$ cat src/rtl/core/mcd_pkg.sv
`timescale 1ns / 1ps

package mcd_pkg;

	localparam int STORE_DEPTH = 64;
	localparam int ADDR_W      = $clog2(STORE_DEPTH);
	localparam int CNT_W       = $clog2(STORE_DEPTH + 1);
	localparam int BYTE_W      = 8;

	localparam logic [BYTE_W-1:0] MARK_START = 8'h5E;
	localparam logic [BYTE_W-1:0] MARK_END   = 8'h24;

	// controller -> datapath
	typedef struct packed {
		logic fill_clr;   // empty the store
		logic fill_wr;    // append the incoming byte
		logic rd_first;   // read entry 0, start of drain
		logic rd_next;    // read the following entry
		logic out_load;   // load the output register
	} cmd_t;

	// datapath -> controller
	typedef struct packed {
		logic is_start;
		logic is_end;
		logic fill_nz;
		logic fill_at_last;  // next stored byte fills the store
		logic idx_last;      // read index is on the last stored byte
		logic out_free;
	} sts_t;

endpackage

$ cat src/rtl/core/mcd_rx_if.sv
`timescale 1ns / 1ps

interface mcd_rx_if;
	logic                        valid;
	logic                        ready;
	logic [mcd_pkg::BYTE_W-1:0]  rx_byte;

	modport source (output valid, output rx_byte, input ready);
	modport sink (input valid, input rx_byte, output ready);
endinterface

$ cat src/rtl/core/mcd_code_if.sv
`timescale 1ns / 1ps

interface mcd_code_if;
	logic                        valid;
	logic                        ready;
	logic [mcd_pkg::BYTE_W-1:0]  code_byte;
	logic                        code_last;

	modport source (output valid, output code_byte, output code_last, input ready);
	modport sink (input valid, input code_byte, input code_last, output ready);
endinterface

$ cat src/rtl/core/marker_delimited_code_deframer_unit.sv
`timescale 1ns / 1ps

// Frame extractor for a byte stream: 0x5E opens (or restarts) a frame, 0x24 closes it and
// the bytes in between come out in order, the last one flagged. Frames that reach 64 bytes
// are dropped; bytes outside a frame are ignored. Outside a drain, one byte is accepted
// every cycle. A closing marker on a non-empty frame holds rx.ready low while its bytes
// drain: the first read of the store RAM's registered read port is issued in the marker's
// own transfer cycle, then one byte per cycle while the output register is free.
// Stalls on the output lengthen the drain. The final byte may still sit in the output
// register while new input is taken. The store needs no clearing after reset.
module marker_delimited_code_deframer_unit (
	input  logic       clk,
	input  logic       arst_n,
	mcd_rx_if.sink     rx,
	mcd_code_if.source code
);
	import mcd_pkg::*;

	cmd_t cmd;
	sts_t sts;
	logic rx_ready;

	mcd_ctrl u_ctrl (
		.clk     (clk),
		.arst_n  (arst_n),
		.rx_valid(rx.valid),
		.rx_ready(rx_ready),
		.sts     (sts),
		.cmd     (cmd)
	);

	mcd_dpath u_dpath (
		.clk       (clk),
		.arst_n    (arst_n),
		.cmd       (cmd),
		.rx_byte   (rx.rx_byte),
		.code_ready(code.ready),
		.code_valid(code.valid),
		.code_byte (code.code_byte),
		.code_last (code.code_last),
		.sts       (sts)
	);

	assign rx.ready = rx_ready;

	// output register is never overwritten before its transfer
	a_no_overwrite: assert property (@(posedge clk) disable iff (!arst_n)
		cmd.out_load |-> (!code.valid || code.ready))
		else $error("output register overwritten");

	// results are only produced while input is held off
	a_load_in_drain: assert property (@(posedge clk) disable iff (!arst_n)
		cmd.out_load |-> !rx.ready)
		else $error("output load outside drain");

	// a stored byte leaves the fill count nonzero
	a_fill_grows: assert property (@(posedge clk) disable iff (!arst_n)
		(cmd.fill_wr && !cmd.fill_clr) |=> sts.fill_nz)
		else $error("fill count lost a write");

	// a drain starts only on a closing marker
	a_drain_on_end: assert property (@(posedge clk) disable iff (!arst_n)
		cmd.rd_first |-> (rx.valid && sts.is_end && sts.fill_nz))
		else $error("drain without end marker");
endmodule

$ cat src/rtl/core/mcd_ram.sv
`timescale 1ns / 1ps

module mcd_ram #(
	parameter int WIDTH = 8,
	parameter int DEPTH = 64
) (
	input  logic                     clk,
	input  logic                     we,
	input  logic [$clog2(DEPTH)-1:0] waddr,
	input  logic [WIDTH-1:0]         wdata,
	input  logic                     re,
	input  logic [$clog2(DEPTH)-1:0] raddr,
	output logic [WIDTH-1:0]         rdata
);
	logic [WIDTH-1:0] mem [DEPTH];

	always_ff @(posedge clk) begin
		if (we) begin
			mem[waddr] <= wdata;
		end
		if (re) begin
			rdata <= mem[raddr];
		end
	end
endmodule

$ cat src/rtl/core/mcd_dpath.sv
`timescale 1ns / 1ps

module mcd_dpath (
	input  logic                       clk,
	input  logic                       arst_n,
	input  mcd_pkg::cmd_t              cmd,
	input  logic [mcd_pkg::BYTE_W-1:0] rx_byte,
	input  logic                       code_ready,
	output logic                       code_valid,
	output logic [mcd_pkg::BYTE_W-1:0] code_byte,
	output logic                       code_last,
	output mcd_pkg::sts_t              sts
);
	import mcd_pkg::*;

	logic [CNT_W-1:0]  fill_q;
	logic [ADDR_W-1:0] idx_q;
	logic [ADDR_W-1:0] rd_addr;
	logic [BYTE_W-1:0] rd_data;
	logic              out_valid_q;
	logic [BYTE_W-1:0] out_byte_q;
	logic              out_last_q;

	assign rd_addr = cmd.rd_first ? '0 : (cmd.rd_next ? idx_q + 1'b1 : idx_q);

	mcd_ram #(
		.WIDTH(BYTE_W),
		.DEPTH(STORE_DEPTH)
	) u_store (
		.clk  (clk),
		.we   (cmd.fill_wr),
		.waddr(fill_q[ADDR_W-1:0]),
		.wdata(rx_byte),
		.re   (cmd.rd_first | cmd.rd_next),
		.raddr(rd_addr),
		.rdata(rd_data)
	);

	always_ff @(posedge clk or negedge arst_n) begin
		if (!arst_n) begin
			fill_q      <= '0;
			idx_q       <= '0;
			out_valid_q <= 1'b0;
		end else begin
			if (cmd.fill_clr) begin
				fill_q <= '0;
			end else if (cmd.fill_wr) begin
				fill_q <= fill_q + 1'b1;
			end
			if (cmd.rd_first) begin
				idx_q <= '0;
			end else if (cmd.rd_next) begin
				idx_q <= idx_q + 1'b1;
			end
			if (cmd.out_load) begin
				out_valid_q <= 1'b1;
			end else if (code_ready) begin
				out_valid_q <= 1'b0;
			end
		end
	end

	always_ff @(posedge clk) begin
		if (cmd.out_load) begin
			out_byte_q <= rd_data;
			out_last_q <= sts.idx_last;
		end
	end

	assign sts.is_start     = (rx_byte == MARK_START);
	assign sts.is_end       = (rx_byte == MARK_END);
	assign sts.fill_nz      = (fill_q != '0);
	assign sts.fill_at_last = (fill_q == CNT_W'(STORE_DEPTH - 1));
	assign sts.idx_last     = ({1'b0, idx_q} + 1'b1 == fill_q);
	assign sts.out_free     = !out_valid_q || code_ready;

	assign code_valid = out_valid_q;
	assign code_byte  = out_byte_q;
	assign code_last  = out_last_q;
endmodule

$ cat src/rtl/core/mcd_ctrl.sv
`timescale 1ns / 1ps

module mcd_ctrl (
	input  logic          clk,
	input  logic          arst_n,
	input  logic          rx_valid,
	output logic          rx_ready,
	input  mcd_pkg::sts_t sts,
	output mcd_pkg::cmd_t cmd
);
	import mcd_pkg::*;

	typedef enum logic [1:0] {
		ST_IDLE,
		ST_FRAME,
		ST_DRAIN
	} state_t;

	state_t state_q;
	state_t state_d;
	logic   acc;

	assign rx_ready = (state_q != ST_DRAIN);
	assign acc      = rx_valid && rx_ready;

	always_comb begin
		state_d = state_q;
		cmd     = '0;
		unique case (state_q)
			ST_IDLE: begin
				if (acc && sts.is_start) begin
					cmd.fill_clr = 1'b1;
					state_d      = ST_FRAME;
				end
			end
			ST_FRAME: begin
				if (acc) begin
					priority if (sts.is_start) begin
						cmd.fill_clr = 1'b1;
					end else if (sts.is_end) begin
						if (sts.fill_nz) begin
							cmd.rd_first = 1'b1;
							state_d      = ST_DRAIN;
						end else begin
							cmd.fill_clr = 1'b1;
							state_d      = ST_IDLE;
						end
					end else begin
						cmd.fill_wr = 1'b1;
						// store full: drop the frame
						if (sts.fill_at_last) begin
							cmd.fill_clr = 1'b1;
							state_d      = ST_IDLE;
						end
					end
				end
			end
			ST_DRAIN: begin
				if (sts.out_free) begin
					cmd.out_load = 1'b1;
					if (sts.idx_last) begin
						cmd.fill_clr = 1'b1;
						state_d      = ST_IDLE;
					end else begin
						cmd.rd_next = 1'b1;
					end
				end
			end
			default: begin
				state_d = ST_IDLE;
			end
		endcase
	end

	always_ff @(posedge clk or negedge arst_n) begin
		if (!arst_n) begin
			state_q <= ST_IDLE;
		end else begin
			state_q <= state_d;
		end
	end
endmodule

$ cat src/flat_wrapper.sv
// flat-port wrapper written by rule: the top's interface ports become plain ports
module marker_delimited_code_deframer_unit_flat import mcd_pkg::*;
  (clk, arst_n, rx_valid, rx_rx_byte, rx_ready, code_valid, code_code_byte, code_code_last, code_ready);
  mcd_rx_if rx_i ();
  mcd_code_if code_i ();
  input  logic clk;
  input  logic arst_n;
  input wire logic [$bits(rx_i.valid)-1:0] rx_valid;
  input wire logic [$bits(rx_i.rx_byte)-1:0] rx_rx_byte;
  output wire logic [$bits(rx_i.ready)-1:0] rx_ready;
  output wire logic [$bits(code_i.valid)-1:0] code_valid;
  output wire logic [$bits(code_i.code_byte)-1:0] code_code_byte;
  output wire logic [$bits(code_i.code_last)-1:0] code_code_last;
  input wire logic [$bits(code_i.ready)-1:0] code_ready;
  assign rx_i.valid = rx_valid;
  assign rx_i.rx_byte = rx_rx_byte;
  assign rx_ready = rx_i.ready;
  assign code_valid = code_i.valid;
  assign code_code_byte = code_i.code_byte;
  assign code_code_last = code_i.code_last;
  assign code_i.ready = code_ready;
  marker_delimited_code_deframer_unit u_core (.clk(clk), .arst_n(arst_n), .rx(rx_i), .code(code_i));
endmodule
$ cat config.mk
export PLATFORM = sky130hd
export DESIGN_NAME = marker_delimited_code_deframer_unit_flat
export DESIGN_NICKNAME = d
export VERILOG_FILES = /design/src/rtl/core/mcd_pkg.sv /design/src/rtl/core/mcd_rx_if.sv /design/src/rtl/core/mcd_code_if.sv /design/src/rtl/core/marker_delimited_code_deframer_unit.sv /design/src/rtl/core/mcd_ram.sv /design/src/rtl/core/mcd_dpath.sv /design/src/rtl/core/mcd_ctrl.sv /design/src/flat_wrapper.sv
export SDC_FILE = /design/constraint.sdc
export NUM_CORES = 1
export LEC_CHECK = 0
export BUFFER_PORTS_ARGS = -buffer_cell sky130_fd_sc_hd__buf_2
export CORE_ASPECT_RATIO = 0.6
export CORE_UTILIZATION = 50
export CTS_CLUSTER_DIAMETER = 120
export DETAILED_ROUTE_END_ITERATION = 7
export PLACE_DENSITY = 0.71
export SLEW_MARGIN = 10
export SYNTH_ARGS = -nofsm -noshare
export SYNTH_HDL_FRONTEND = slang
export SYNTH_SLANG_ARGS = --single-unit
$ cat constraint.sdc
create_clock -name clk -period 2.95 [get_ports clk]
set_input_delay 0.59 -clock clk [delete_from_list [all_inputs] [get_ports clk]]
set_output_delay 0.59 -clock clk [all_outputs]
set_load 0.01 [all_outputs]
==> flow_metrics.py, run 1 <==
metrics = {
    "finish": {
        "fin_nets": 1824,
        "layout_commonest_cell": "edfxtp_1",
        "diodes": 0,
        "stdcell_area_um2": 26500,
        "fillers": 3148,
        "final_cell_mix": "edfxtp_1 (529), nand2_1 (346), buf_4 (180), nand3_1 (87), nor2_1 (76)",
        "drive_gt1_frac": 0.223,
        "area_growth_pct": 20.7,
        "fin_util": 0.613,
        "final_cell_count_no_fill": 2424,
    },
    "timing": {
        "setup_viol": 8,
        "period_share": 1.25,
        "worst_pin_slew_ns": 1.09,
        "maxSlewHeadroom": 0.270,
        "fin_skew_ns": 0.0179,
        "min_period_ns": 3.68,
        "hold_viol": 0,
        "timing.final.ws_setup_ns": -0.726,
        "rsz0062_at_grt": "true",
        "drv_slew": 0,
        "fmax_mhz": 272,
    },
    "route": {
        "drc": 0,
        "routed_wl_mm": 61.0,
        "drt_iter0_markers": 2350,
        "drtPass1Iterations": 6,
        "via_per_inst": 6.14,
        "antenna_left": 0,
        "vias": 14900,
        "wire_per_inst_um": 25.2,
    },
    "placement": {
        "place_area_um2": 24200,
        "dpl.hpwl_mm": 39.2,
        "place.gp.congestion": 0.938,
        "place_inst": 2317,
        "portBuffers": 22,
        "dp_slack_ns": -1.44,
    },
    "die": {
        "dieArea_um2": 44800,
        "die_y_um": 164,
        "boundaryPins": 23,
        "start_util": 0.507,
        "die_x_um": 273,
        "fp.coreArea_um2": 43300,
        "rows": 59,
    },
    "synth": {
        "async_flop_share": 0.0294,
        "ys_warn_count": 0,
        "synthCells": 1608,
        "synth_flop_cell": "edfxtp_1",
        "synth-seq-area-share": 0.741,
        "synth_seq_cells": 545,
        "synth_edf_count": 529,
        "netlist_area_um2": 22000,
        "synth_nets": 1623,
        "ys_types": 61,
        "post_synth.cell_area_avg_um2": 13.7,
    },
    "clock_network": {
        "tritoncts": "done",
        "cts_sinks": 545,
        "cts_buffers": 47,
        "cts_buffer_depth": 3,
        "path_clk_slew_ns": 0.07,
        "insertion_delay_ns": 0.58,
        "cts_root_buffer": "clkbuf_16",
        "htree_levels": 2,
    },
    "run_status": {
        "violations": "negative setup slack",
        "status": "finished with violations",
    },
    "pwr": {
        "ir_drop_mv": 0.981,
        "p_leak_uw": 0.00908,
        "powerDensity_nw_per_um2": 1070,
        "power.total_uw": 28400,
    },
    "setup_path": {
        "startpoint_type": "flip-flop",
        "cp.required_ns": 3.40,
        "critPathKind": "flip-flop to flip-flop",
        "cp-end-kind": "flip-flop",
        "worstPathMaxFanout": 14,
        "arrival_ns": 4.13,
    },
    "global_route": {
        "grtUsageTotal": 0.273,
        "grt_pass1_wl_mm": 89.3,
        "grt_max_degree": 65,
        "gr-total-overflow": 0,
        "grt_antenna_before_repair": 0,
        "grt_pass1_vias": 13600,
    },
    "hold_path": {
        "hold_class": "input pin to flip-flop",
    },
    "run": {
        "cap_violations": 0,
    },
}
## layout make-up
cell class                      count  area [um2]  area share
Clock inverter                     29         251     0.00948
Timing Repair Buffer              244        2210      0.0833
Clock buffer                       56        1250      0.0472
Tap cell                          579         724      0.0273
Multi-Input combinational cell    954        5740       0.216
Inverter                           17        72.6     0.00273
Sequential cell                   545       16300       0.614
## flip-flops by register name (all words and copies together) (netlist names)
| name | cells |
|---|---|
| u_core.u_ctrl.state_q | 2 |
| u_core.u_dpath.u_store.mem | 512 |
| u_core.u_dpath.code_valid | 1 |
| u_core.u_dpath.idx_q | 6 |
| u_core.u_dpath.code_last | 1 |
| u_core.u_dpath.fill_q | 7 |
| u_core.u_dpath.u_store.rdata | 8 |
| u_core.u_dpath.code_byte | 8 |
## metal layers
metal,global-route usage,up-vias,share of wire
li1,-,6477,-
met1,0.449,7308,0.44
met2,0.350,998,0.39
met3,0.0776,102,0.15
met4,0.0590,0,0.021
met5,0,-,0
## worst max-delay path: stages, from the launching register on
cell and delay [ns]:
dfrtp_2 0.46, ha_4 0.19, buf_4 0.17, o211ai_1 0.20
a21oi_2 0.10, buf_4 0.16, o21a_4 0.20, o21ai_2 0.27
mux2i_4 0.34, buf_12 0.17, nand3b_1 0.22, buf_12 0.22
a31oi_1 0.24, nand4_1 0.22, nand4_1 0.24, or2_1 0.13
## cells by family (layout without fill, tap and decap cells)
group	Yosys count	count (layout)	share of synthesized area
simple gates	677	677	0.140
flops	545	545	0.741
compound gates	222	222	0.0727
buf+inv	109	346	0.0209
mux	41	41	0.0192
xor+xnor	11	11	0.00438
fa+ha+maj	3	3	0.00171
## per-stage QoR
stage / hold slack (ns) / TNS (ns)
after global routing: 0.341 / -6.16
after CTS: 0.308 / -5.40
after global placement: 0.405 / -58.21
after floorplan: 0.294 / -3.01
after detailed placement: 0.407 / -67.94
final: 0.326 / -5.62
## report_power, final
group	total [uW]	internal (uW)	switching, uW
combinational	13400	5270	8090
clock	6160	3390	2770
sequential	8930	8770	153
## Yosys cell counts, types with 2 or more instances
cell       instances  area, um2
inv_2              5       18.8
nand2b_1           5       31.3
clkbuf_1          51        191
a22o_1             2       17.5
and3_1             8       50.1
a32oi_1           21        184
o21ai_1            2       10.0
nor4_2             2       25.0
a221oi_1           2       17.5
inv_1             12       45.0
ha_1               3       37.5
o2111ai_1          9       78.8
a22oi_1           32        240
nand4_1           43        269
and2_1             2       12.5
a21oi_1           15       75.1
a31oi_1           63        394
o211ai_1           3       22.5
or3_1              6       37.5
xor2_1             4       35.0
or2_1              6       37.5
nor2_1            78        293
nor3_1             5       25.0
or4_1              2       15.0
mux2_4             2       30.0
mux2i_1           38        380
nor3b_1            2       15.0
nor4_1             7       43.8
buf_4              2       15.0
buf_1             10       37.5
dfrtp_1           16        400
buf_2             28        140
o21ai_0            7       35.0
a211oi_1          54        405
nand3b_1           2       15.0
edfxtp_1         529      15900
nor2b_1           57        357
nand3_1           99        495
xnor2_1            7       61.3
nand2_1          346       1300
## timing repair
action / 4_1_cts / 5_1_grt
hold endpoints to repair: 16 / 0
setup buffers: 15 / 1
pin swaps: 14 / 16
hold buffers: 1 / 0
resized for setup: 71 / 46
gates cloned: 5 / 0
endpoints found under the setup margin: 8 / 8
## worst paths after layout
kind	from	end	slack (ns)	depth (start not counted)
worst max-delay path	u_core.u_dpath.idx_q[0]$_DFF_PN0_	u_core.u_dpath.u_store.rdata[4]$_DFFE_PP_	-0.73	15
worst min-delay path	code_ready	u_core.u_dpath.code_valid$_DFFE_PN0P_	0.33	3
worst max register to register	u_core.u_dpath.idx_q[0]$_DFF_PN0_	u_core.u_dpath.u_store.rdata[4]$_DFFE_PP_	-0.73	15
worst min register to register	u_core.u_dpath.u_store.rdata[3]$_DFFE_PP_	u_core.u_dpath.code_byte[3]$_DFFE_PP_	0.42	0
max in group asynchronous	arst_n	u_core.u_dpath.idx_q[1]$_DFF_PN0_	2.15	2
min in group asynchronous	arst_n	u_core.u_dpath.idx_q[0]$_DFF_PN0_	0.49	2
Note: power is estimated with default switching activity, not from simulation.
==> inputs of run 2 (changes only) <==
- TNS_END_PERCENT: unset -> 10
==> run 2 against run 1 <==
The run still ends with negative setup slack left; core utilization up 2.3 points; sequential cell count unchanged; via count increased by 2.7%; maximum frequency is 0.67% lower; combinational power up 10%; register-to-register slack worse by 0.02 ns; design area rose by 3.8%; sequential share of layout area decreased by 2.3 points; critical path depth up 2; clock-buffer cell count unchanged; die area unchanged.
==> flow_metrics.py, run 2 (synthesized netlist as in run 1, its figures left out) <==
metrics = {
    "timing": {
        "fmax_mhz": 270,
        "holdWs_ns": 0.320,
        "drv_slew": 0,
        "fin_skew_ns": 0.0155,
        "maxSlewHeadroom": 0.431,
        "fin_tns_setup_ns": -5.58,
        "worst_pin_slew_ns": 0.853,
        "setup_viol": 8,
        "min_period_ns": 3.70,
        "timing.final.ws_setup_ns": -0.751,
        "period_share": 1.25,
        "hold_viol": 0,
        "rsz0062_at_grt": "true",
    },
    "finish": {
        "largest_reg_flops": 512,
        "regMostFlops": "u_core.u_dpath.u_store.mem",
        "drive_gt1_frac": 0.261,
        "final_cell_mix": "edfxtp_1 (529), nand2_1 (346), buf_4 (261), nand3_1 (94), nor2_1 (76)",
        "layout_commonest_cell": "edfxtp_1",
        "area_growth_pct": 25.4,
        "fin_nets": 1923,
        "fillers": 3039,
    },
    "clock_network": {
        "cts_root_buffer": "clkbuf_16",
        "cts_sinks": 545,
        "tritoncts": "done",
        "insertion_delay_ns": 0.58,
        "htree_levels": 2,
        "cts_buffer_depth": 3,
        "path_clk_slew_ns": 0.06,
        "cts_buffers": 47,
    },
    "route": {
        "drt_iter0_markers": 2354,
        "via_per_inst": 6.06,
        "vias": 15300,
        "drc": 0,
        "routed_wl_mm": 63.7,
        "wire_per_inst_um": 25.3,
        "antenna_left": 0,
        "drtPass1Iterations": 5,
    },
    "global_route": {
        "gr-total-overflow": 0,
        "grt_antenna_before_repair": 2,
        "grtUsageTotal": 0.280,
        "grt_pass1_vias": 14100,
        "grt_max_degree": 65,
        "grt_pass1_wl_mm": 91.3,
    },
    "setup_path": {
        "arrival_ns": 4.04,
        "startpoint_type": "flip-flop",
        "worstPathMaxFanout": 8,
        "path_cells": "and3_4 -> nand3_4 -> or3_4 -> a211o_4 -> and3_4 -> mux2_4 -> buf_6 -> clkinv_4 -> buf_4 -> nor2_4 -> buf_12 -> buf_12 -> nand3_1 -> nand4_1 -> nand4_1 -> buf_4 -> or2_1",
        "cp.required_ns": 3.28,
        "cp-end-kind": "flip-flop",
        "reg2reg_depth": 17,
        "critPathKind": "flip-flop to flip-flop",
        "slowest_stage": "dfrtp_2",
        "slowest_delay_ns": 0.42,
    },
    "pwr": {
        "power.total_uw": 29900,
        "ir_drop_mv": 0.953,
        "p_leak_uw": 0.00968,
        "powerDensity_nw_per_um2": 1090,
    },
    "hold_path": {
        "hold_depth": 3,
        "hold_class": "input pin to flip-flop",
    },
    "placement": {
        "portBuffers": 22,
        "place.gp.congestion": 0.939,
        "dpl.hpwl_mm": 39.5,
    },
    "run": {
        "cap_violations": 0,
    },
    "run_status": {
        "status": "finished with violations",
        "violations": "negative setup slack",
    },
    "die": {
        "dieArea_um2": 44800,
        "die_y_um": 164,
        "fp.coreArea_um2": 43300,
        "start_util": 0.507,
        "rows": 59,
        "die_x_um": 273,
        "boundaryPins": 23,
    },
}
## run 2: cell type report
cell class / count / area, um2 / area share
tap: 579 / 724 / 0.0263
clock buffer: 56 / 1250 / 0.0454
antenna: 1 / 2.50 / 0.0000908
multi-input combinational: 954 / 5760 / 0.209
timing repair buffer: 343 / 3210 / 0.116
sequential: 545 / 16300 / 0.591
clock inverter: 27 / 235 / 0.00854
inverter: 17 / 86.3 / 0.00313
## run 2: layer usage
| layer | track usage | wire, um | up-vias |
|---|---|---|---|
| met5 | 0 | 13 | - |
| met3 | 0.100 | 9510 | 117 |
| met4 | 0.0705 | 1510 | 2 |
| li1 | - | - | 6691 |
| met1 | 0.432 | 27300 | 7465 |
| met2 | 0.370 | 25400 | 1018 |
## run 2: worst max-delay path: cells and delay by family (launching register included)
family                 cells  cell delay, ns
AO/OA/AOI/OAI              1            0.36
buffers and inverters      6            0.75
AND/OR/NAND/NOR            9            1.67
multiplexers               1            0.24
flip-flops                 1            0.42
## run 2: path summary, 6_finish.rpt
| path | to | start | slack (ns) |
|---|---|---|---|
| max | u_core.u_dpath.u_store.rdata[2]$_DFFE_PP_ | u_core.u_dpath.idx_q[1]$_DFF_PN0_ | -0.75 |
| max in group asynchronous | u_core.u_dpath.idx_q[3]$_DFF_PN0_ | arst_n | 2.18 |
| min in group asynchronous | u_core.u_dpath.fill_q[0]$_DFFE_PN0P_ | arst_n | 0.46 |
| max reg2reg | u_core.u_dpath.u_store.rdata[2]$_DFFE_PP_ | u_core.u_dpath.idx_q[1]$_DFF_PN0_ | -0.75 |
| min | u_core.u_dpath.code_valid$_DFFE_PN0P_ | code_ready | 0.32 |
| min reg2reg | u_core.u_dpath.code_byte[6]$_DFFE_PP_ | u_core.u_dpath.u_store.rdata[6]$_DFFE_PP_ | 0.45 |
## run 2: power breakdown
part	leakage (uW)	switching, uW	total [uW]	internal (uW)
registers	0.00497	182	8960	8780
logic	0.00399	8420	14800	6400
clock network	0.000728	2740	6120	3380
## run 2: metrics by stage
step / std cells / instance area (um2) / setup WS (ns) / utilization
after detailed placement: 2392 / 24900 / -1.18 / 0.574
final: 2522 / 27600 / -0.751 / 0.636
after floorplan: 1608 / 22100 / -0.382 / -
after CTS: 2496 / 27000 / -0.659 / 0.623
after global routing: 2521 / 27600 / -0.818 / 0.636
after global placement: 2392 / 24900 / -1.11 / 0.574
## run 2: what timing repair did
item                                    in CTS  in global routing
gates resized for setup                     79                 70
hold buffers                                 1                  0
endpoints found under the hold margin       16                  0
pin swaps                                   26                 40
cloned                                       5                  3
endpoints found under the setup margin       8                  8
setup buffers                               15                 23
